<file path="src/hdl/sqp_pkg.sv">
package sqp_pkg;

	localparam int DEPTH_DEF = 16;
	localparam int OCC_W     = 5;

	typedef struct packed {
		logic signed [31:0] value;
		logic signed [15:0] prio;
	} entry_t;

	typedef enum logic [1:0] {
		ST_ENQUEUED = 2'd0,
		ST_DEQUEUED = 2'd1,
		ST_EMPTY    = 2'd2,
		ST_FULL     = 2'd3
	} status_t;

	typedef enum logic [0:0] {
		ACT_ENQ = 1'b0,
		ACT_DEQ = 1'b1
	} action_t;

	typedef enum logic [1:0] {
		OP_HOLD  = 2'd0,
		OP_ENQ   = 2'd1,
		OP_DEQ   = 2'd2
	} cell_op_t;

	// broadcast to every cell each cycle
	typedef struct packed {
		cell_op_t op;
		entry_t   ent;
	} cell_ctl_t;

endpackage

</file>
<file path="src/hdl/sqp_in_if.sv">
interface sqp_in_if;
	logic               valid;
	logic               ready;
	logic               action;
	logic signed [31:0] item_value;
	logic signed [15:0] item_priority;

	modport source (output valid, action, item_value, item_priority, input ready);
	modport sink   (input valid, action, item_value, item_priority, output ready);
endinterface

</file>
<file path="src/hdl/sqp_out_if.sv">
interface sqp_out_if;
	logic               valid;
	logic               ready;
	logic [1:0]         status;
	logic signed [31:0] out_value;
	logic signed [15:0] out_priority;
	logic [4:0]         occupancy;

	modport source (output valid, status, out_value, out_priority, occupancy, input ready);
	modport sink   (input valid, status, out_value, out_priority, occupancy, output ready);
endinterface

</file>
<file path="src/hdl/sqp_cell.sv">
module sqp_cell import sqp_pkg::*; (
	input  logic      clk,
	input  cell_ctl_t ctl,
	input  logic      occ,       // slot holds a live entry
	input  logic      left_le,   // left neighbor stays put on insert
	input  entry_t    left_ent,
	input  entry_t    right_ent,
	output entry_t    ent_q,
	output logic      le
);

	// live and not behind the new entry's priority
	always_comb begin
		le = occ && ($signed(ent_q.prio) <= $signed(ctl.ent.prio));
	end

	always_ff @(posedge clk) begin
		case (ctl.op)
			OP_ENQ: begin
				if (!le) begin
					ent_q <= left_le ? ctl.ent : left_ent;
				end
			end
			OP_DEQ: begin
				ent_q <= right_ent;
			end
			default: begin
				ent_q <= ent_q;
			end
		endcase
	end

endmodule

</file>
<file path="src/hdl/sorted_priority_queue.sv">
// Sorted priority queue, a row of DEPTH cells kept in priority order from the head.
// req channel: one beat is one operation; action 0 enqueues {item_value,
// item_priority}, action 1 dequeues the head. Lower priority values leave first,
// equal priorities leave in arrival order.
// rsp channel: exactly one beat per req beat, carrying status (enqueued, dequeued,
// empty, full), the removed entry (zero unless dequeued) and occupancy afterward.
// The rsp beat is valid in the cycle after the req beat is taken.
// Throughput: one operation per cycle while rsp beats are taken. Every cell compares its
// priority with the incoming one in parallel and then keeps, takes the new entry, or
// takes a neighbor's entry, so an insert or removal is done by all cells at once.
// The rsp output register decouples the sides: req stays ready while the
// held rsp beat is being taken in the same cycle; only a stalled, full output
// register drops req.ready.
// Reset (arst_n low) empties the queue at once: occupancy goes to zero and no
// clearing pass runs; cell contents are left as they are and are never read
// beyond the occupancy.
module sorted_priority_queue import sqp_pkg::*; #(
	parameter int DEPTH = DEPTH_DEF
) (
	input  logic  clk,
	input  logic  arst_n,
	sqp_in_if.sink    req,
	sqp_out_if.source rsp
);

	localparam int CNT_W = $clog2(DEPTH + 1);
	localparam logic [CNT_W-1:0] FULL_CNT = CNT_W'(DEPTH);

	logic [CNT_W-1:0] count_q;
	logic             rsp_valid_q;
	status_t          status_q;
	entry_t           head_out_q;
	logic [OCC_W-1:0] occ_out_q;

	entry_t    ent   [DEPTH];
	logic      le    [DEPTH];
	cell_ctl_t ctl;
	logic      fire;
	logic      is_empty;
	logic      is_full;

	assign req.ready = !rsp_valid_q || rsp.ready;
	assign fire      = req.valid && req.ready;
	assign is_empty  = (count_q == '0);
	assign is_full   = (count_q == FULL_CNT);

	// command broadcast to the cell row
	always_comb begin
		ctl.ent.value = req.item_value;
		ctl.ent.prio  = req.item_priority;
		ctl.op        = OP_HOLD;
		if (fire) begin
			if (req.action == ACT_DEQ) begin
				if (!is_empty) begin
					ctl.op = OP_DEQ;
				end
			end else if (!is_full) begin
				ctl.op = OP_ENQ;
			end
		end
	end

	// cell row; slot 0 is the head
	for (genvar i = 0; i < DEPTH; i++) begin : g_cell
		localparam logic [CNT_W-1:0] IDX = CNT_W'(i);
		logic   occ;
		logic   left_le;
		entry_t left_ent;
		entry_t right_ent;

		assign occ = (IDX < count_q);

		if (i == 0) begin : g_head
			assign left_le  = 1'b1;
			assign left_ent = ctl.ent;
		end else begin : g_mid
			assign left_le  = le[i-1];
			assign left_ent = ent[i-1];
		end

		if (i == DEPTH - 1) begin : g_tail
			assign right_ent = ent[i];
		end else begin : g_body
			assign right_ent = ent[i+1];
		end

		sqp_cell u_cell (
			.clk       (clk),
			.ctl       (ctl),
			.occ       (occ),
			.left_le   (left_le),
			.left_ent  (left_ent),
			.right_ent (right_ent),
			.ent_q     (ent[i]),
			.le        (le[i])
		);
	end

	// occupancy and the rsp output register
	always_ff @(posedge clk or negedge arst_n) begin
		if (!arst_n) begin
			count_q     <= '0;
			rsp_valid_q <= 1'b0;
			status_q    <= ST_ENQUEUED;
			head_out_q  <= '0;
			occ_out_q   <= '0;
		end else begin
			if (fire) begin
				rsp_valid_q <= 1'b1;
				case (ctl.op)
					OP_ENQ: begin
						count_q    <= count_q + CNT_W'(1);
						status_q   <= ST_ENQUEUED;
						head_out_q <= '0;
						occ_out_q  <= OCC_W'(count_q + CNT_W'(1));
					end
					OP_DEQ: begin
						count_q    <= count_q - CNT_W'(1);
						status_q   <= ST_DEQUEUED;
						head_out_q <= ent[0];
						occ_out_q  <= OCC_W'(count_q - CNT_W'(1));
					end
					default: begin
						status_q   <= (req.action == ACT_DEQ) ? ST_EMPTY : ST_FULL;
						head_out_q <= '0;
						occ_out_q  <= OCC_W'(count_q);
					end
				endcase
			end else if (rsp.ready) begin
				rsp_valid_q <= 1'b0;
			end
		end
	end

	assign rsp.valid        = rsp_valid_q;
	assign rsp.status       = status_q;
	assign rsp.out_value    = head_out_q.value;
	assign rsp.out_priority = head_out_q.prio;
	assign rsp.occupancy    = occ_out_q;

`ifndef SYNTHESIS
	a_count_bound: assert property (@(posedge clk) disable iff (!arst_n)
		count_q <= FULL_CNT)
		else $error("occupancy above depth");

	a_rsp_follows: assert property (@(posedge clk) disable iff (!arst_n)
		fire |=> rsp_valid_q)
		else $error("accepted beat produced no response");

	a_deq_count: assert property (@(posedge clk) disable iff (!arst_n)
		(ctl.op == OP_DEQ) |=> (count_q == $past(count_q) - CNT_W'(1)))
		else $error("dequeue did not decrement occupancy");

	a_head_order: assert property (@(posedge clk) disable iff (!arst_n)
		(count_q >= CNT_W'(2)) |-> ($signed(ent[0].prio) <= $signed(ent[1].prio)))
		else $error("head entries out of priority order");
`endif

endmodule
</file>
<file path="src/flat_wrapper.sv">
// flat-port wrapper written by rule: the top's interface ports become plain ports
module sorted_priority_queue_flat import sqp_pkg::*;
#(
	parameter int DEPTH = DEPTH_DEF
)
  (clk, arst_n, req_valid, req_action, req_item_value, req_item_priority, req_ready, rsp_valid, rsp_status, rsp_out_value, rsp_out_priority, rsp_occupancy, rsp_ready);
  sqp_in_if req_i ();
  sqp_out_if rsp_i ();
  input  logic clk;
  input  logic arst_n;
  input wire logic [$bits(req_i.valid)-1:0] req_valid;
  input wire logic [$bits(req_i.action)-1:0] req_action;
  input wire logic [$bits(req_i.item_value)-1:0] req_item_value;
  input wire logic [$bits(req_i.item_priority)-1:0] req_item_priority;
  output wire logic [$bits(req_i.ready)-1:0] req_ready;
  output wire logic [$bits(rsp_i.valid)-1:0] rsp_valid;
  output wire logic [$bits(rsp_i.status)-1:0] rsp_status;
  output wire logic [$bits(rsp_i.out_value)-1:0] rsp_out_value;
  output wire logic [$bits(rsp_i.out_priority)-1:0] rsp_out_priority;
  output wire logic [$bits(rsp_i.occupancy)-1:0] rsp_occupancy;
  input wire logic [$bits(rsp_i.ready)-1:0] rsp_ready;
  assign req_i.valid = req_valid;
  assign req_i.action = req_action;
  assign req_i.item_value = req_item_value;
  assign req_i.item_priority = req_item_priority;
  assign req_ready = req_i.ready;
  assign rsp_valid = rsp_i.valid;
  assign rsp_status = rsp_i.status;
  assign rsp_out_value = rsp_i.out_value;
  assign rsp_out_priority = rsp_i.out_priority;
  assign rsp_occupancy = rsp_i.occupancy;
  assign rsp_i.ready = rsp_ready;
  sorted_priority_queue #(.DEPTH(DEPTH)) u_core (.clk(clk), .arst_n(arst_n), .req(req_i), .rsp(rsp_i));
endmodule
</file>
<file path="config.mk">
export PLATFORM = sky130hd
export DESIGN_NAME = sorted_priority_queue_flat
export DESIGN_NICKNAME = d
export VERILOG_FILES = /design/src/hdl/sqp_pkg.sv /design/src/hdl/sqp_in_if.sv /design/src/hdl/sqp_out_if.sv /design/src/hdl/sqp_cell.sv /design/src/hdl/sorted_priority_queue.sv /design/src/flat_wrapper.sv
export SDC_FILE = /design/constraint.sdc
export NUM_CORES = 2
export LEC_CHECK = 0
export BUFFER_PORTS_ARGS = -buffer_cell sky130_fd_sc_hd__buf_2
export CORE_MARGIN = 1.5
export CORE_UTILIZATION = 60
export CTS_BUF_LIST = sky130_fd_sc_hd__clkbuf_2
export DETAILED_ROUTE_END_ITERATION = 10
export PLACE_DENSITY = 0.77
export SETUP_SLACK_MARGIN = 0.02
export SYNTH_ARGS = -nofsm -noshare
export SYNTH_HDL_FRONTEND = slang
export SYNTH_SLANG_ARGS = --single-unit
</file>
<file path="constraint.sdc">
create_clock -name clk -period 10.4 [get_ports clk]
set_input_delay 1.04 -clock clk [delete_from_list [all_inputs] [get_ports clk]]
set_output_delay 1.04 -clock clk [all_outputs]
set_load 0.01 [all_outputs]
</file>
# --- Word level (Yosys, flattened, before mapping) ---
# Index checks and enable logic that the tools add are counted.
totals:
  wordCells: 184
  mem_bits_ro: 0
  mem_bits_rw: 0
  output_inout_bits: 57
  memories: 0
  latch_bits: 0
  ff_bits: 824
classes:
  shift: 0
  addsub: 2
  n_reduce_logical: 39
  n_eq_ne: 18
  n_mux: 55
  bitwise_logic: 1
  order_cmp: 32
  multipliers: 0
  div_mod_pow: 0
ops:
  columns: ["op", "n"]
  rows:
  - ["$mux W48", 31]
  - ["$pmux W48 S2", 15]
  - ["$le A16 B16 Y1", 16]
  - ["$lt A4 B5 Y1 const A", 8]
  - ["$reduce_and A2 Y1", 17]
  - ["$ne A2 B2 Y1 const B", 15]
  - ["$lt A3 B5 Y1 const A", 4]
  - ["$logic_and A1 B1 Y1", 17]
  - ["$lt A1 B5 Y1 const A", 2]
  - ["$lt A2 B5 Y1 const A", 2]
  - ["$pmux W5 S2", 1]
  - ["$mux W2", 3]
  - ["$add A5 B1 Y5 const B", 1]
  - ["$eq A5 B5 Y1 const B", 1]
  - ["$logic_not A5 Y1", 1]
  - ["$sub A5 B1 Y5 const B", 1]
  - ["$mux W1", 4]
  - ["$pmux W2 S2", 1]
  - ["$reduce_bool A2 Y1", 2]
  - ["$eq A2 B1 Y1 const B", 1]
  - ["$eq A2 B2 Y1 const B", 1]
  - ["$logic_not A1 Y1", 1]
  - ["$logic_or A1 B1 Y1", 1]
  - ["$not A1 Y1", 1]

# --- Logic depth before layout (Yosys ltp) ---
depth:
  depth_word: 7
  mapped_depth: 15
  mapped_depth_nobuf: 11

# --- Cells and area by module ---
# Synthesis repeated with hierarchy kept, for this count alone.
unflattened:
  hier_cells: 4566
  area_unflattened_um2: 48622.9
by_module_without_submodules:
  columns: ["mod", "seq_area_each_um2", "cells_each", "area_each_um2", "instances"]
  rows:
  - ["sqp_cell (u_core.g_cell[0].u_cell ...)", 1441.4, 276, 2894.0, 9]
  - ["sqp_cell (u_core.g_cell[4].u_cell ...)", 1441.4, 270, 2891.5, 6]
  - ["sqp_cell (u_core.g_cell[11].u_cell)", 1441.4, 279, 2931.6, 1]
  - ["sorted_priority_queue", 1401.3, 183, 2296.0, 1]

# --- Worst setup path before layout ---
# OpenSTA, ideal clock, no wires.
synth_timing:
  kind: "input port to flip-flop"
  from: "in req_item_priority[15]"
  to: "reg u_core.g_cell[1].u_cell.ent_q[0] (netlist name), enable pin"
  cell_stages: 10
  arrival_ns: 5.778
  path_slack_ns: 4.139
  path_cell_list: "clkbuf_1 inv_1 ha_1 nand4_1 nor4_1 a22oi_1 o22a_1 buf_2 buf_2 a31oi_1"
synth_via:
  elab_chain_cells: 4
synth_rtl:
  columns: ["element", "line", "rtl"]
  rows:
  - ["from (decl)", "flat_wrapper.sv:14", "input wire logic [$bits(req_i.item_priority)-1:0] req_item_priority;"]
  - ["$le A16 B16 Y1", "sqp_cell.sv:14", "le = occ && ($signed(ent_q.prio) <= $signed(ctl.ent.prio));"]
  - ["$logic_and A1 B1 Y1", "sqp_cell.sv:14", null]
  - ["$ne A2 B2 Y1 (no source line)", null, null]
  - ["$reduce_and A2 Y1 (no source line)", null, null]
  - ["to (signal assigned)", "sqp_cell.sv:21", "ent_q <= left_le ? ctl.ent : left_ent;"]
  - ["to (signal assigned)", "sqp_cell.sv:25", "ent_q <= right_ent;"]
  - ["to (signal assigned)", "sqp_cell.sv:28", "ent_q <= ent_q;"]
  - ["to (decl)", "sqp_cell.sv:8", "output entry_t ent_q,"]
# Every way passes these cells.
# A chain may end at the register's enable or synchronous reset.

# --- Final worst setup path ---
layout_timing:
  from: "reg u_core.count_q[3]"
  to: "reg u_core.g_cell[10].u_cell.ent_q[2] (netlist name), data pin"
layout_via:
  elab_chain_cells: 6
  elab_cells_between_ends: 13
  classes_between: "order compare (1); eq/ne (3); mux (7); reduce/logical (2)"
layout_rtl:
  columns: ["element", "line", "rtl"]
  rows:
  - ["from (decl)", "sorted_priority_queue.sv:29", "logic [CNT_W-1:0] count_q;"]
  - ["from (signal assigned)", "sorted_priority_queue.sv:112", "count_q <= count_q + CNT_W'(1);"]
  - ["from (signal assigned)", "sorted_priority_queue.sv:118", "count_q <= count_q - CNT_W'(1);"]
  - ["$eq A5 B5 Y1 / $logic_not A5 Y1 (equally long branches)", "sorted_priority_queue.sv:45, sorted_priority_queue.sv:44", null]
  - ["$mux W1 / $mux W2 (equally long branches)", "sorted_priority_queue.sv:57, sorted_priority_queue.sv:54", null]
  - ["$mux W2", "sorted_priority_queue.sv:53", "if (req.action == ACT_DEQ) begin"]
  - ["$mux W2", "sorted_priority_queue.sv:52", "if (fire) begin"]
  - ["$eq A2 B2 Y1 / $eq A2 B1 Y1 (equally long branches)", "sqp_cell.sv:18", "case (ctl.op)"]
  - ["$pmux W48 S2 (*)", "sqp_cell.sv:18", null]
  - ["to (signal assigned)", "sqp_cell.sv:21", null]
  - ["to (signal assigned)", "sqp_cell.sv:25", null]
  - ["to (signal assigned)", "sqp_cell.sv:28", null]
  - ["to (decl)", "sqp_cell.sv:8", null]
# Every way passes the cells marked *; elsewhere a longest branch is shown, timed or not. The select of a mux whose other input is x is not followed.

==> results.json <==
{
  "startpoint_type": "flop",
  "yosys_warnings": 0,
  "ys_ff_latch": 824,
  "cts_tree": "yes",
  "grt_overflow": 0,
  "layout_common_cells": "edfxtp_1 (768), nand2_1 (445), clkbuf_2 (325), a21oi_1 (285), ha_1 (260)",
  "synth_seq_area_share_pct": 52.1,
  "r2r_start": "u_core.count_q[3]",
  "r2r_setup_slack_ns": 4.42,
  "firstDrtPassIters": 6,
  "busiest_layer": "met2",
  "reg2reg_to": "u_core.g_cell[10].u_cell.ent_q[2]",
  "post-cts-setup-buffers": 0,
  "hold_viol_final": 0,
  "cts_buffers": 213,
  "n_fill_cell": 6074,
  "die-area_um2": 79900,
  "clk_path_buf_depth": 3,
  "final_common_cell": "edfxtp_1",
  "htreeDepth": 4,
  "die_y_um": 283,
  "initial_core_util_pct": 60.6,
  "drv_slew": 0,
  "setup_viol": 0,
  "worst_skew_pair.late_latency_ns": 1.58,
  "syn_inst": 4199,
  "status": "complete, no violations",
  "switching_share_pct": 40.6,
  "drt-total-wl_um": 152000,
  "fin_crit_sh_pct": 57.5,
  "grt_util_met2_pct": 57.0,
  "io_pins": 110,
  "track_usage_pct": 37.5,
  "port_buffers": 109,
  "fmax_mhz": 167,
  "postSynthAreaPerCell_um2": 11.2,
  "dp_cells": 5053,
  "instances_no_fill": 5510,
  "power_mw": 12.8,
  "die_w_um": 283,
  "final_antenna_net_count": 0,
  "switching_power_mw": 5.20,
  "synth_edf_count": 768,
  "r2r_cells": 12,
  "p_per_area_nw_per_um2": 253,
  "max-cap-violations": 0,
  "async_flop_share_pct": 6.80,
  "crit_type": "flop to flop",
  "fin_nets": 4593,
  "core.rowCount": 102,
  "hpwl_um": 91000,
  "grt_first_pass_wirelength_um": 224000,
  "clkPwrFrac_pct": 18.6,
  "ys.flop_type": "edfxtp_1",
  "cellInternalPower_mw": 7.61,
  "clkTransAtPathRegs_ns": 0.10,
  "synth_nets": 4513,
  "rsz0062_at_grt": "false",
  "cts-root-buf": "clkbuf_2",
  "grt_pass1_vias": 36900,
  "drt-vias-per-instance": 6.99,
  "hold_path_class": "primary input to async pin",
  "skew_ns": 0.180,
  "worst_slew_pin_slew_ns": 1.40,
  "critPathArrivalTime_ns": 7.18,
  "maxSlewHeadroom_pct": 5.44,
  "stdcell_area_um2": 50700,
  "drc": 0,
  "cts_sinks": 824,
  "critical_path_required_ns": 11.61,
  "synth_area_um2": 46900,
  "drtIter0Drc": 5083,
  "coreArea_um2": 77500,
  "layout-drive-gt1-share_pct": 18.9,
  "grt.met1_usage_pct": 49.1,
  "antenna_found_initial": 4,
  "placed_cell_area_um2": 48200,
  "vias": 38500,
  "met3_usage_pct": 10.2,
  "ys_types": 70,
  "wl_per_cell_um": 27.5,
  "grt_max_degree": 207,
  "sequentialPowerShare_pct": 41.8,
  "place_congestion": 0.968,
  "p_leak_nw": 18.5,
  "areaGrowthSynthToFinish_pct": 8.08,
  "crit_fanout": 177,
  "end_kind": "flop",
  "combPwrFrac_pct": 39.6,
  "setup_tns_ns": 0,
  "peakVddDrop_uv": 186,
  "min_period_ns": 5.98
}
## kinds of logic (layout without fill, tap and decap cells)
group                    count (synthesis)  in the layout  synth area share [%]
AO/OA/AOI/OAI                         1509           1509                  22.8
XOR/XNOR                                 5              5                0.0933
adder cells (fa/ha/maj)                261            261                  6.96
buffers and inverters                  419            687                  3.73
flip-flops                             824            824                  52.1
multiplexers                           197            197                  4.34
other                                    0              3                     0
AND/OR/NAND/NOR                        984            984                  9.95
## routing by layer
layer,wire (um),vias up
met5,21,-
met2,68100,2740
met3,19000,497
li1,-,16600
met4,7580,4
met1,56800,18700
## registers in the layout (all words and copies together) (netlist names)
signal,flops
u_core.rsp.out_priority,16
u_core.count_q,5
u_core.g_cell.u_cell.ent_q,768
u_core.rsp.valid,1
u_core.rsp.out_value,32
u_core.rsp.status,2
## cell type report
class	instances	area, um^2	share of cell area, %
Antenna cell	3	7.51	0.0148
Clock buffer	325	1630	3.21
Clock inverter	78	414	0.816
Inverter	53	206	0.407
Multi-Input combinational cell	2956	21100	41.6
Sequential cell	824	24500	48.2
Tap cell	1040	1300	2.57
Timing Repair Buffer	231	1620	3.19
## synth_stat cells (50+ instances only)
cell,instances,area (um^2)
mux2i_1,145,1450
ha_1,261,3270
a2bb2oi_1,192,1680
mux2_2,52,586
o211ai_1,112,841
nand3_1,110,551
o22ai_1,244,1530
nand2_1,451,1690
nand2b_1,106,663
dfrtp_1,56,1400
buf_2,60,300
a21oi_1,292,1460
o221ai_1,50,438
edfxtp_1,768,23100
a31oi_1,56,350
o21ba_2,171,1710
o21ai_0,208,1040
clkbuf_1,266,998
inv_1,53,199
nor2_1,124,465
## what timing repair did
item / in CTS / in global routing
gates resized for setup: 0 / 0
endpoints found under the hold margin: 459 / 0
hold buffers: 51 / 0
endpoints found under the setup margin: 0 / 0
## power groups by stage
| stage | registers [mW] | logic [mW] | clock network [mW] |
|---|---|---|---|
| CTS | 5.31 | 4.93 | 2.40 |
| detailed placement | 5.38 | 4.90 | 0 |
| global route | 5.40 | 5.37 | 2.56 |
| global placement | 5.37 | 4.74 | 0 |
| floorplan | 5.19 | 3.42 | 0 |
| finish | 5.36 | 5.07 | 2.39 |
## stage by stage
step,hold WS (ns),worst slack (ns),utilization (%)
global placement,0.457,4.46,62.2
finish,0.181,4.42,65.5
CTS,0.0717,4.71,65.5
global route,0.208,4.20,65.5
detailed placement,0.465,4.42,62.2
floorplan,0.506,4.14,-
## how the worst max path moves through the flow
| stage | cells after the start | slack (ns) | from | end |
|---|---|---|---|---|
| 6_report | 12 | 4.42 | u_core.count_q[3] | u_core.g_cell[10].u_cell.ent_q[2] |
| 2_1_floorplan | 10 | 4.14 | req_item_priority[15] | u_core.g_cell[1].u_cell.ent_q[0] |
| 4_1_cts | 12 | 4.71 | u_core.count_q[3] | u_core.g_cell[9].u_cell.ent_q[2] |
| 5_1_grt | 12 | 4.20 | u_core.count_q[3] | u_core.g_cell[9].u_cell.ent_q[2] |
| 3_3_place_gp | 10 | 4.46 | req_item_priority[1] | u_core.g_cell[11].u_cell.ent_q[45] |
| 3_5_place_dp | 10 | 4.42 | req_item_priority[1] | u_core.g_cell[11].u_cell.ent_q[40] |
## worst max-delay path, cell delays in order, from the launching register on
cell	delay, ns
dfrtp_1	0.59
or2_2	0.52
nor2_1	0.50
nand2_1	0.31
nand4_1	0.29
inv_1	0.12
ha_4	0.25
inv_8	0.66
buf_4	0.72
buf_4	0.83
nand2_1	0.32
o22ai_1	0.21
o21ba_2	0.18
Note: power is estimated with default switching activity, not from simulation.
